### config.mk
export PLATFORM = sky130hd
export DESIGN_NAME = dcc_command_packet_assembler_unit
export DESIGN_NICKNAME = d
export VERILOG_FILES = /design/src/sv/dcc_cpa_pkg.sv /design/src/sv/dcc_cpa_build.sv /design/src/sv/dcc_cpa_ser.sv /design/src/sv/dcc_command_packet_assembler_unit.sv
export VERILOG_INCLUDE_DIRS = /design/src /design/src/sv
export SDC_FILE = /design/constraint.sdc
export NUM_CORES = 1
export LEC_CHECK = 0
export BUFFER_PORTS_ARGS = -buffer_cell sky130_fd_sc_hd__buf_2
export CORE_ASPECT_RATIO = 1.1
export CORE_MARGIN = 10
export CORE_UTILIZATION = 50
export CTS_BUF_LIST = sky130_fd_sc_hd__clkbuf_8
export DETAILED_ROUTE_END_ITERATION = 8
export GPL_TIMING_DRIVEN = 0
export PLACE_DENSITY = 0.75
export SLEW_MARGIN = 20
export SYNTH_ARGS = -nofsm -noshare
export SYNTH_HDL_FRONTEND = slang
export SYNTH_SLANG_ARGS = --single-unit
### constraint.sdc
create_clock -name i_clk -period 6.95 [get_ports i_clk]
set_clock_uncertainty 0.1 [all_clocks]
set_input_delay 1.39 -clock i_clk [delete_from_list [all_inputs] [get_ports i_clk]]
set_output_delay 1.39 -clock i_clk [all_outputs]
set_load 0.005 [all_outputs]
### src/sv/dcc_command_packet_assembler_unit_assert.svh
// ----------------------------------------------------------------------------
// DCC packet assembler assertion macros
// Shared property forms for the concurrent checks of the assembler.
// ----------------------------------------------------------------------------
`ifndef DCC_COMMAND_PACKET_ASSEMBLER_UNIT_ASSERT_SVH
`define DCC_COMMAND_PACKET_ASSEMBLER_UNIT_ASSERT_SVH

// The consequent must hold in the same cycle as the antecedent.
`define DCC_ASSERT_SAME(label, ante, cons) \
    label: assert property (@(posedge i_clk) disable iff (!i_rst_n) \
        (ante) |-> (cons)) else $error("DCC assembler check failed");

// The consequent must hold in the cycle after the antecedent.
`define DCC_ASSERT_NEXT(label, ante, cons) \
    label: assert property (@(posedge i_clk) disable iff (!i_rst_n) \
        (ante) |=> (cons)) else $error("DCC assembler check failed");

`endif

### src/sv/dcc_cpa_pkg.sv
// ----------------------------------------------------------------------------
// DCC packet assembler package
// Request codes, packet constants and the packet buffer type.
// ----------------------------------------------------------------------------
package dcc_cpa_pkg;

    localparam int PKT_BYTES = 4;
    localparam int LEN_W     = 3;

    typedef enum logic [2:0] {
        REQ_SPEED     = 3'd0,
        REQ_FUNC_GRP  = 3'd1,
        REQ_FUNC_EXP  = 3'd2,
        REQ_CV_WRITE  = 3'd3,
        REQ_CV_VERIFY = 3'd4,
        REQ_IDLE      = 3'd5
    } t_req_type;

    localparam logic [1:0] GRP_LOW = 2'd0;
    localparam logic [1:0] GRP_MID = 2'd1;

    localparam logic [7:0] SPEED_128_INSTR = 8'b0011_1111;
    localparam logic [7:0] FG_F0_BASE      = 8'b1000_0000;
    localparam logic [7:0] FG_F5_BASE      = 8'b1011_0000;
    localparam logic [7:0] FG_F9_BASE      = 8'b1010_0000;
    localparam logic [7:0] FX_F13_INSTR    = 8'b1101_1110;
    localparam logic [7:0] FX_F21_INSTR    = 8'b1101_1111;
    localparam logic [7:0] FX_F29_INSTR    = 8'b1101_1000;
    localparam logic [7:0] CV_WRITE_BASE   = 8'h7C;
    localparam logic [7:0] CV_VERIFY_BASE  = 8'b0111_1000;
    localparam logic [7:0] CV_BIT_BASE     = 8'b1110_1000;
    localparam logic [7:0] IDLE_BYTE0      = 8'hFF;
    localparam logic [7:0] IDLE_BYTE1      = 8'h00;

    typedef struct packed {
        logic [PKT_BYTES-1:0][7:0] bytes;
        logic [LEN_W-1:0]          len;
    } t_pkt;

endpackage

### src/sv/dcc_cpa_build.sv
// ----------------------------------------------------------------------------
// DCC packet builder
// Forms all bytes of one packet, including the checksum, from a request.
// ----------------------------------------------------------------------------
module dcc_cpa_build
    import dcc_cpa_pkg::*;
#(
    parameter int MAX_PACKET_BYTES = 4
) (
    input  logic [2:0]  i_req_type,
    input  logic [7:0]  i_loco_address,
    input  logic [6:0]  i_speed_step,
    input  logic        i_forward,
    input  logic [7:0]  i_function_bits,
    input  logic [1:0]  i_group,
    input  logic [10:0] i_cv_number,
    input  logic [7:0]  i_cv_value,
    input  logic [2:0]  i_bit_position,
    output t_pkt        o_pkt
);

    logic [9:0]                cva;
    logic [PKT_BYTES-1:0][7:0] bytes;
    logic [LEN_W-1:0]          len;
    logic [7:0]                chk;

    always_comb begin
        cva   = i_cv_number[9:0] - 10'd1;
        bytes = '0;
        len   = '0;
        case (i_req_type)
            REQ_SPEED: begin
                bytes[0] = i_loco_address;
                bytes[1] = SPEED_128_INSTR;
                bytes[2] = {i_forward, i_speed_step};
                len      = LEN_W'(3);
            end
            REQ_FUNC_GRP: begin
                bytes[0] = i_loco_address;
                case (i_group)
                    GRP_LOW: bytes[1] = FG_F0_BASE | {3'b000, i_function_bits[4:0]};
                    GRP_MID: bytes[1] = FG_F5_BASE | {4'b0000, i_function_bits[3:0]};
                    default: bytes[1] = FG_F9_BASE | {4'b0000, i_function_bits[3:0]};
                endcase
                len = LEN_W'(2);
            end
            REQ_FUNC_EXP: begin
                bytes[0] = i_loco_address;
                case (i_group)
                    GRP_LOW: bytes[1] = FX_F13_INSTR;
                    GRP_MID: bytes[1] = FX_F21_INSTR;
                    default: bytes[1] = FX_F29_INSTR;
                endcase
                bytes[2] = i_function_bits;
                len      = LEN_W'(3);
            end
            REQ_CV_WRITE: begin
                bytes[0] = CV_WRITE_BASE | {6'b000000, cva[9:8]};
                bytes[1] = cva[7:0];
                bytes[2] = i_cv_value;
                len      = LEN_W'(3);
            end
            REQ_CV_VERIFY: begin
                bytes[0] = CV_VERIFY_BASE | {6'b000000, cva[9:8]};
                bytes[1] = cva[7:0];
                bytes[2] = CV_BIT_BASE | {5'b00000, i_bit_position};
                len      = LEN_W'(3);
            end
            REQ_IDLE: begin
                bytes[0] = IDLE_BYTE0;
                bytes[1] = IDLE_BYTE1;
                len      = LEN_W'(2);
            end
            default: begin
                len = '0;
            end
        endcase
        chk = bytes[0] ^ bytes[1] ^ bytes[2];
        if (len != '0) begin
            bytes[len[1:0]] = chk;
            len             = len + LEN_W'(1);
        end
        if (int'(len) > MAX_PACKET_BYTES) begin
            len = '0;
        end
        o_pkt.bytes = bytes;
        o_pkt.len   = len;
    end

endmodule

### src/sv/dcc_cpa_ser.sv
// ----------------------------------------------------------------------------
// DCC packet serializer
// Holds one built packet and sends it out one registered byte per cycle.
// ----------------------------------------------------------------------------
module dcc_cpa_ser
    import dcc_cpa_pkg::*;
(
    input  logic       i_clk,
    input  logic       i_rst_n,
    input  logic       i_start,
    input  t_pkt       i_pkt,
    output logic       o_busy,
    output logic       o_strobe,
    output logic [7:0] o_packet_byte,
    output logic [1:0] o_byte_index,
    output logic       o_last
);

    logic [PKT_BYTES-1:0][7:0] r_bytes;
    logic [LEN_W-1:0]          r_len;
    logic [1:0]                r_pos;
    logic                      r_act;
    logic                      n_act;
    logic                      r_strobe;
    logic [7:0]                r_byte;
    logic [1:0]                r_idx;
    logic                      r_last;
    logic                      w_last_emit;
    logic                      w_load;

    assign w_last_emit = r_act && ({1'b0, r_pos} == r_len - LEN_W'(1));
    assign o_busy      = r_act && !w_last_emit;
    assign w_load      = i_start && !o_busy && (i_pkt.len != '0);

    always_comb begin
        n_act = r_act;
        if (w_last_emit) begin
            n_act = 1'b0;
        end
        if (w_load) begin
            n_act = 1'b1;
        end
    end

    always_ff @(posedge i_clk) begin
        if (!i_rst_n) begin
            r_act    <= 1'b0;
            r_strobe <= 1'b0;
        end else begin
            r_act    <= n_act;
            r_strobe <= r_act;
        end
    end

    always_ff @(posedge i_clk) begin
        if (w_load) begin
            r_bytes <= i_pkt.bytes;
            r_len   <= i_pkt.len;
            r_pos   <= 2'd0;
        end else if (r_act) begin
            r_pos <= r_pos + 2'd1;
        end
        r_byte <= r_bytes[r_pos];
        r_idx  <= r_pos;
        r_last <= w_last_emit;
    end

    assign o_strobe      = r_strobe;
    assign o_packet_byte = r_byte;
    assign o_byte_index  = r_idx;
    assign o_last        = r_last;

`include "dcc_command_packet_assembler_unit_assert.svh"

    `DCC_ASSERT_NEXT(a_last_marked, w_last_emit, o_strobe && o_last)
    `DCC_ASSERT_NEXT(a_index_steps, o_strobe && !o_last,
                     o_strobe && (o_byte_index == $past(o_byte_index) + 2'd1))
    `DCC_ASSERT_SAME(a_packet_min_len, o_strobe && o_last, o_byte_index >= 2'd2)
    `DCC_ASSERT_SAME(a_busy_mid_packet, r_act && !w_last_emit, o_busy)

endmodule

### src/sv/dcc_command_packet_assembler_unit.sv
// ----------------------------------------------------------------------------
// DCC command packet assembler
// A request sets the active flag, after which the first byte is strobed.
// Throughput: one byte per cycle; a packet is 3 or 4 bytes long, and the next
// request is taken while the last byte of the current one is read out.
// Reset: synchronous, active low; clears busy and the result strobe.
// ----------------------------------------------------------------------------
module dcc_command_packet_assembler_unit
    import dcc_cpa_pkg::*;
#(
    parameter int MAX_PACKET_BYTES = 4
) (
    input  logic        i_clk,
    input  logic        i_rst_n,
    input  logic        start,
    output logic        busy,
    input  logic [2:0]  i_req_type,
    input  logic [7:0]  i_loco_address,
    input  logic [6:0]  i_speed_step,
    input  logic        i_forward,
    input  logic [7:0]  i_function_bits,
    input  logic [1:0]  i_group,
    input  logic [10:0] i_cv_number,
    input  logic [7:0]  i_cv_value,
    input  logic [2:0]  i_bit_position,
    output logic        o_strobe,
    output logic [7:0]  o_packet_byte,
    output logic [1:0]  o_byte_index,
    output logic        o_last
);

    t_pkt w_pkt;

    dcc_cpa_build #(
        .MAX_PACKET_BYTES(MAX_PACKET_BYTES)
    ) u_build (
        .i_req_type     (i_req_type),
        .i_loco_address (i_loco_address),
        .i_speed_step   (i_speed_step),
        .i_forward      (i_forward),
        .i_function_bits(i_function_bits),
        .i_group        (i_group),
        .i_cv_number    (i_cv_number),
        .i_cv_value     (i_cv_value),
        .i_bit_position (i_bit_position),
        .o_pkt          (w_pkt)
    );

    dcc_cpa_ser u_ser (
        .i_clk        (i_clk),
        .i_rst_n      (i_rst_n),
        .i_start      (start),
        .i_pkt        (w_pkt),
        .o_busy       (busy),
        .o_strobe     (o_strobe),
        .o_packet_byte(o_packet_byte),
        .o_byte_index (o_byte_index),
        .o_last       (o_last)
    );

endmodule
After elaboration in Yosys (flattened, before gate mapping):

Cells that the tools add are included.

* flip-flop bits (word level): 50
* input port bits: 54
* output and inout bits: 13

* $add $sub $neg: 4
* magnitude comparators: 4
* equal/unequal tests: 7
* muxes and demuxes: 15
* bitwise operators: 2
* reductions and logical operators: 14

Operators by type and width (number)
* 16-bit one-hot mux with 6 select lines: 1
* 32-bit bitwise mux: 1
* 8-bit one-hot mux with 4 select lines: 1
* 24-bit 2-to-1 mux: 1
* 8-bit binary-select mux with 2-bit select: 1
* 8-bit demux with 2-bit select: 1
* 8-bit 2-to-1 mux: 2
* 8-bit bitwise XOR: 2
* 6-bit one-hot mux with 2 select lines: 1
* 10-bit by 1-bit subtractor with 10-bit output (second input constant): 1
* 3-bit by 2-bit == test with 1-bit output (second input constant): 2
* 3-bit == test (second input constant): 2
* 2-bit by 3-bit < comparator with 1-bit output (second input constant): 2
* 3-bit 2-to-1 mux: 2
* 3-bit one-hot mux with 2 select lines: 1
* 3-bit nonzero test: 2
* 1-bit logical AND: 5
* 2-bit one-hot mux with 2 select lines: 1
* 4-bit OR reduction: 1
* 2-bit by 1-bit adder with 3-bit output (second input constant): 1
* 2-bit by 3-bit == test with 1-bit output: 1
* 3-bit by 1-bit == test with 1-bit output (second input constant): 1
* 3-bit greater-than comparator (second input constant): 1
* 3-bit logical NOT: 1
* 9 further kinds: 11

Logic depth before layout (Yosys ltp):

* depth after elaboration: 10
* gate-level depth with buffers: 8
* gate-level depth less buffers: 8

Hierarchy:

From an unflattened synthesis, not the netlist that was laid out.

* cell total of the unflattened synthesis: 285
* area total of the unflattened synthesis: 2937.8 µm²

By module, submodules not included
* dcc_cpa_ser: times used 1, cells an instance 82, area each 1697.9 µm²
* dcc_cpa_build: times used 1, cells an instance 203, area each 1239.9 µm²

Worst setup path before layout:

No wires, ideal clock.

* path kind: input -> register
* start: in i_req_type[2]
* end: reg u_ser.r_bytes[0] (netlist bit), enable pin
* library setup time: 0.440 ns
* arrival time: 3.651 ns
* path slack: 2.759 ns
* stages on the path: 4
* cell sequence: inv_1 -> clkbuf_1 -> o21ai_0 -> a21oi_1

* word-level cells in the longest chain between the ends: 9

RTL lines
* start, declared: RTL line dcc_command_packet_assembler_unit.sv:17 `input logic [2:0] i_req_type,`
* 3-bit by 2-bit == test with 1-bit output (tied with other cells): RTL line dcc_cpa_build.sv:31 `case (i_req_type)`
* 4-bit OR reduction (no line) or 2-bit OR reduction (tied branches)
* 2-bit one-hot mux with 2 select lines *: RTL line dcc_cpa_build.sv:31
* 2-bit by 1-bit adder with 3-bit output or 3-bit nonzero test (tied branches): RTL line dcc_cpa_build.sv:81, dcc_cpa_build.sv:79
* 3-bit 2-to-1 mux *: RTL line dcc_cpa_build.sv:79 `if (len != '0) begin`
* 3-bit greater-than comparator: RTL line dcc_cpa_build.sv:83 `if (int'(len) > MAX_PACKET_BYTES) begin`
* 3-bit 2-to-1 mux *: RTL line dcc_cpa_build.sv:83
* 3-bit nonzero test *: RTL line dcc_cpa_ser.sv:33 `assign w_load = i_start && !o_busy && (i_pkt.len != '0);`
* 1-bit logical AND *: RTL line dcc_cpa_ser.sv:33
* end signal, assigned: RTL line dcc_cpa_ser.sv:57 `r_bytes <= i_pkt.bytes;`
* end, declared: RTL line dcc_cpa_ser.sv:19 `logic [PKT_BYTES-1:0][7:0] r_bytes;`

Every way passes the cells marked *; elsewhere a longest branch is shown, timed or not.
A chain may end at the register's enable or synchronous reset.

Worst setup path after layout:

* start: reg u_ser.r_pos[1]
* end: out busy

* word-level cells in the longest chain between the ends: 4

RTL lines
* start, declared: RTL line dcc_cpa_ser.sv:21 `logic [1:0] r_pos;`
* start signal, assigned: RTL line dcc_cpa_ser.sv:61 `r_pos <= r_pos + 2'd1;`
* 2-bit by 3-bit == test with 1-bit output: RTL line dcc_cpa_ser.sv:31 `assign w_last_emit = r_act && ({1'b0, r_pos} == r_len - LEN_W'(1));`
* 1-bit logical AND: RTL line dcc_cpa_ser.sv:31
* 1-bit logical NOT: RTL line dcc_cpa_ser.sv:32 `assign o_busy = r_act && !w_last_emit;`
* 1-bit logical AND: RTL line dcc_cpa_ser.sv:32
* end, declared: RTL line dcc_command_packet_assembler_unit.sv:16 `output logic busy,`

No other way between the ends.

==> reports/qor.csv <==
metric,value,unit
worst_ep_arrival_time,1.71,ns
synth_cell_types,50,
worstMarginPinSlew,0.641,ns
synthMuxAreaShare,10.1,%
fin_tns_setup,0,ns
start_kind,flop,
clk_latency,0.31,ns
vias,2298,
holdBufCountCts,0,
ys_ff_latch,49,
reg2reg_slack,4.71,ns
synth-edff-count,34,
final_common_cell,buf_2,
path_clk_slew,0.10,ns
yosysWarnings,0,
port_buffers,64,
initial_core_util,51.8,%
syn_area,2800,um^2
crit_type,reg -> out,
syn-instance-count,268,
place_hpwl,5530,um
endpoint_kind,output port,
n_antenna_cell,0,
cts_root_buf,clkbuf_8,
ant_nets,0,
syn_to_final_growth,19.5,%
min_period,3.20,ns
final_cell_mix,"70 x buf_2, 34 x edfxtp_1, 28 x nor2_1",
irDropWorstVdd,0.000109,V
synth_top_cell_by_area,edfxtp_1,
numCtsBuffers,5,
nets,395,
post_drt_wl_per_cell,17.1,um
die_height,98.4,um
required,5.46,ns
clkSinkCount,49,
utilization,61.9,%
num_rows,28,
hp-class,reg -> reg,
cpLargestDelayFamily,buffers and inverters,
slew_headroom,57.3,%
leakage,1.33,nW
antenna_found_initial,0,
synthDominantCellAreaShare,36.5,%
status,"complete, no violations",
grt_max_degree,26,
period_share,46.1,%
core_area,5400,um^2
num_io_pins,67,
drc,0,
globalplace.congestion,0.939,
slowest_stage,clkbuf_1,
grt_pass1_wl,11500,um
hold_viol,0,
setup_viol,0,
crit_path_frequent_cell,nand2_1,
clock.fmax,0.312,GHz
grt_pass1_vias,2375,
rsz0062_at_grt,false,
synth_compound_area_share,16.7,%
nFillCells,486,
synth_simple_gate_area_share,13.7,%
critPathMaxStageDelay,0.50,ns
syn_nets,323,
track_usage,15.6,%
maxCapViolations,0,
layout-drive-gt1-share,29.6,%
drtIter0Drc,160,
synthXorXnorAreaFrac,7.52,%
ys.flop_type,edfxtp_1,
cts_htree_levels,2,
yosysSeqAreaShare,47.3,%
cp_max_fo,10,
die_area,8980,um^2
routed_wl,7110,um
die_w,91.3,um
synth_area_per_cell,10.4,um^2
async_flop_share,0,%
grt-ovfl-total,0,
p_per_area,228,nW/um^2
clockBufferDepth,2,
slew_violations,0,
cts_tree,yes,
firstDrtPassIters,4,
cp_num_buf_inv,3,
post_cts_buffers,0,
synth_top_family_by_area,compound AO/OA/AOI/OAI gates,
cts_resized,0,
crit_path_cell_trace,clkbuf_1 > nand2_1 > nand2_1 > inv_1 > buf_2,
ys_top_cells_by_area,"edfxtp_1 37%, dfxtp_1 11%, mux4_2 6.4%",
synth_fa_ha_area_share,0.448,%
vias_per_cell,5.52,
metrics by stage:
stage / hold slack [ns] / setup WS [ns] / power, mW / cells / cell area (um^2)
floorplan: 0.229 / 2.76 / 0.513 / 268 / 2800
global placement: 0.232 / 1.74 / 0.582 / 407 / 3210
detailed placement: 0.239 / 3.43 / 0.593 / 408 / 3250
CTS: 0.257 / 3.70 / 0.767 / 416 / 3340
global route: 0.262 / 3.57 / 0.802 / 416 / 3340
finish: 0.254 / 3.75 / 0.762 / 416 / 3340
worst reg2reg max path, delay by kind of cell (launching register included):
family | cells | cell delay [ns]
buf+inv | 2 | 0.74
compound gates | 1 | 0.51
flops | 1 | 0.33
simple gates | 1 | 0.27
routing by layer:
metal / global-route usage [%] / wire, um / vias up
met3: 3.11 / 373 / 12
met4: 6.88 / 136 / 0
li1: - / - / 1126
met1: 19.1 / 3130 / 1086
met5: 0 / 0 / -
met2: 26.0 / 3470 / 74
path summary, 6_finish.rpt:
kind	start	end	cells after the start
setup / recovery	u_ser.r_pos[1]	busy	5
hold / removal	u_ser.r_pos[1]	u_ser.o_byte_index[1]	0
setup reg to reg	u_ser.r_pos[1]	u_ser.r_bytes[6]	4
hold reg to reg	u_ser.r_pos[1]	u_ser.o_byte_index[1]	0
final cells by class:
cell class | count | area (um^2) | share of cell area [%]
clock inverters | 3 | 23.8 | 0.712
flip-flops and latches | 49 | 1320 | 39.6
repair buffers | 65 | 348 | 10.4
plain buffers | 15 | 85.1 | 2.55
clock buffers | 5 | 68.8 | 2.06
multi-input cells | 195 | 1370 | 40.9
well taps | 75 | 93.8 | 2.81
inverters | 9 | 33.8 | 1.01
sequential cells by signal (all words and copies together), names as in the netlist:
register and count:
u_ser.o_strobe 1, u_ser.r_len 2, u_ser.r_act 1, u_ser.r_pos 2, u_ser.o_last 1, u_ser.o_packet_byte 8, u_ser.o_byte_index 2, u_ser.r_bytes 32
report_power, final:
| group | switching (mW) | internal, mW | leakage [nW] |
|---|---|---|---|
| sequential | 0.0112 | 0.362 | 0.451 |
| combinational | 0.109 | 0.101 | 0.832 |
| clock | 0.105 | 0.0740 | 0.0509 |
| total | 0.225 | 0.537 | 1.33 |
Yosys cell counts (3+ instances only):
library cell,instances
a21oi_1,22
and2_1,4
buf_2,6
clkbuf_1,4
dfxtp_1,15
edfxtp_1,34
inv_1,9
mux2i_1,9
mux4_2,8
nand2_1,24
nand2b_1,4
nor2_1,28
nor3_1,3
nor3b_1,3
o21ai_0,21
o22ai_1,7
o32ai_1,4
xnor2_1,13
xor2_1,11
cell families (layout without fill, tap and decap cells):
| family | after synthesis | count (layout) |
|---|---|---|
| DFF | 49 | 49 |
| adders and majority gates | 1 | 1 |
| AOI/OAI and AO/OA | 74 | 74 |
| muxes | 18 | 18 |
| and+or+nand+nor | 78 | 78 |
| buffers and inverters | 24 | 97 |
| xor gates and xnor gates | 24 | 24 |
Note: power is estimated with default switching activity, not from simulation.
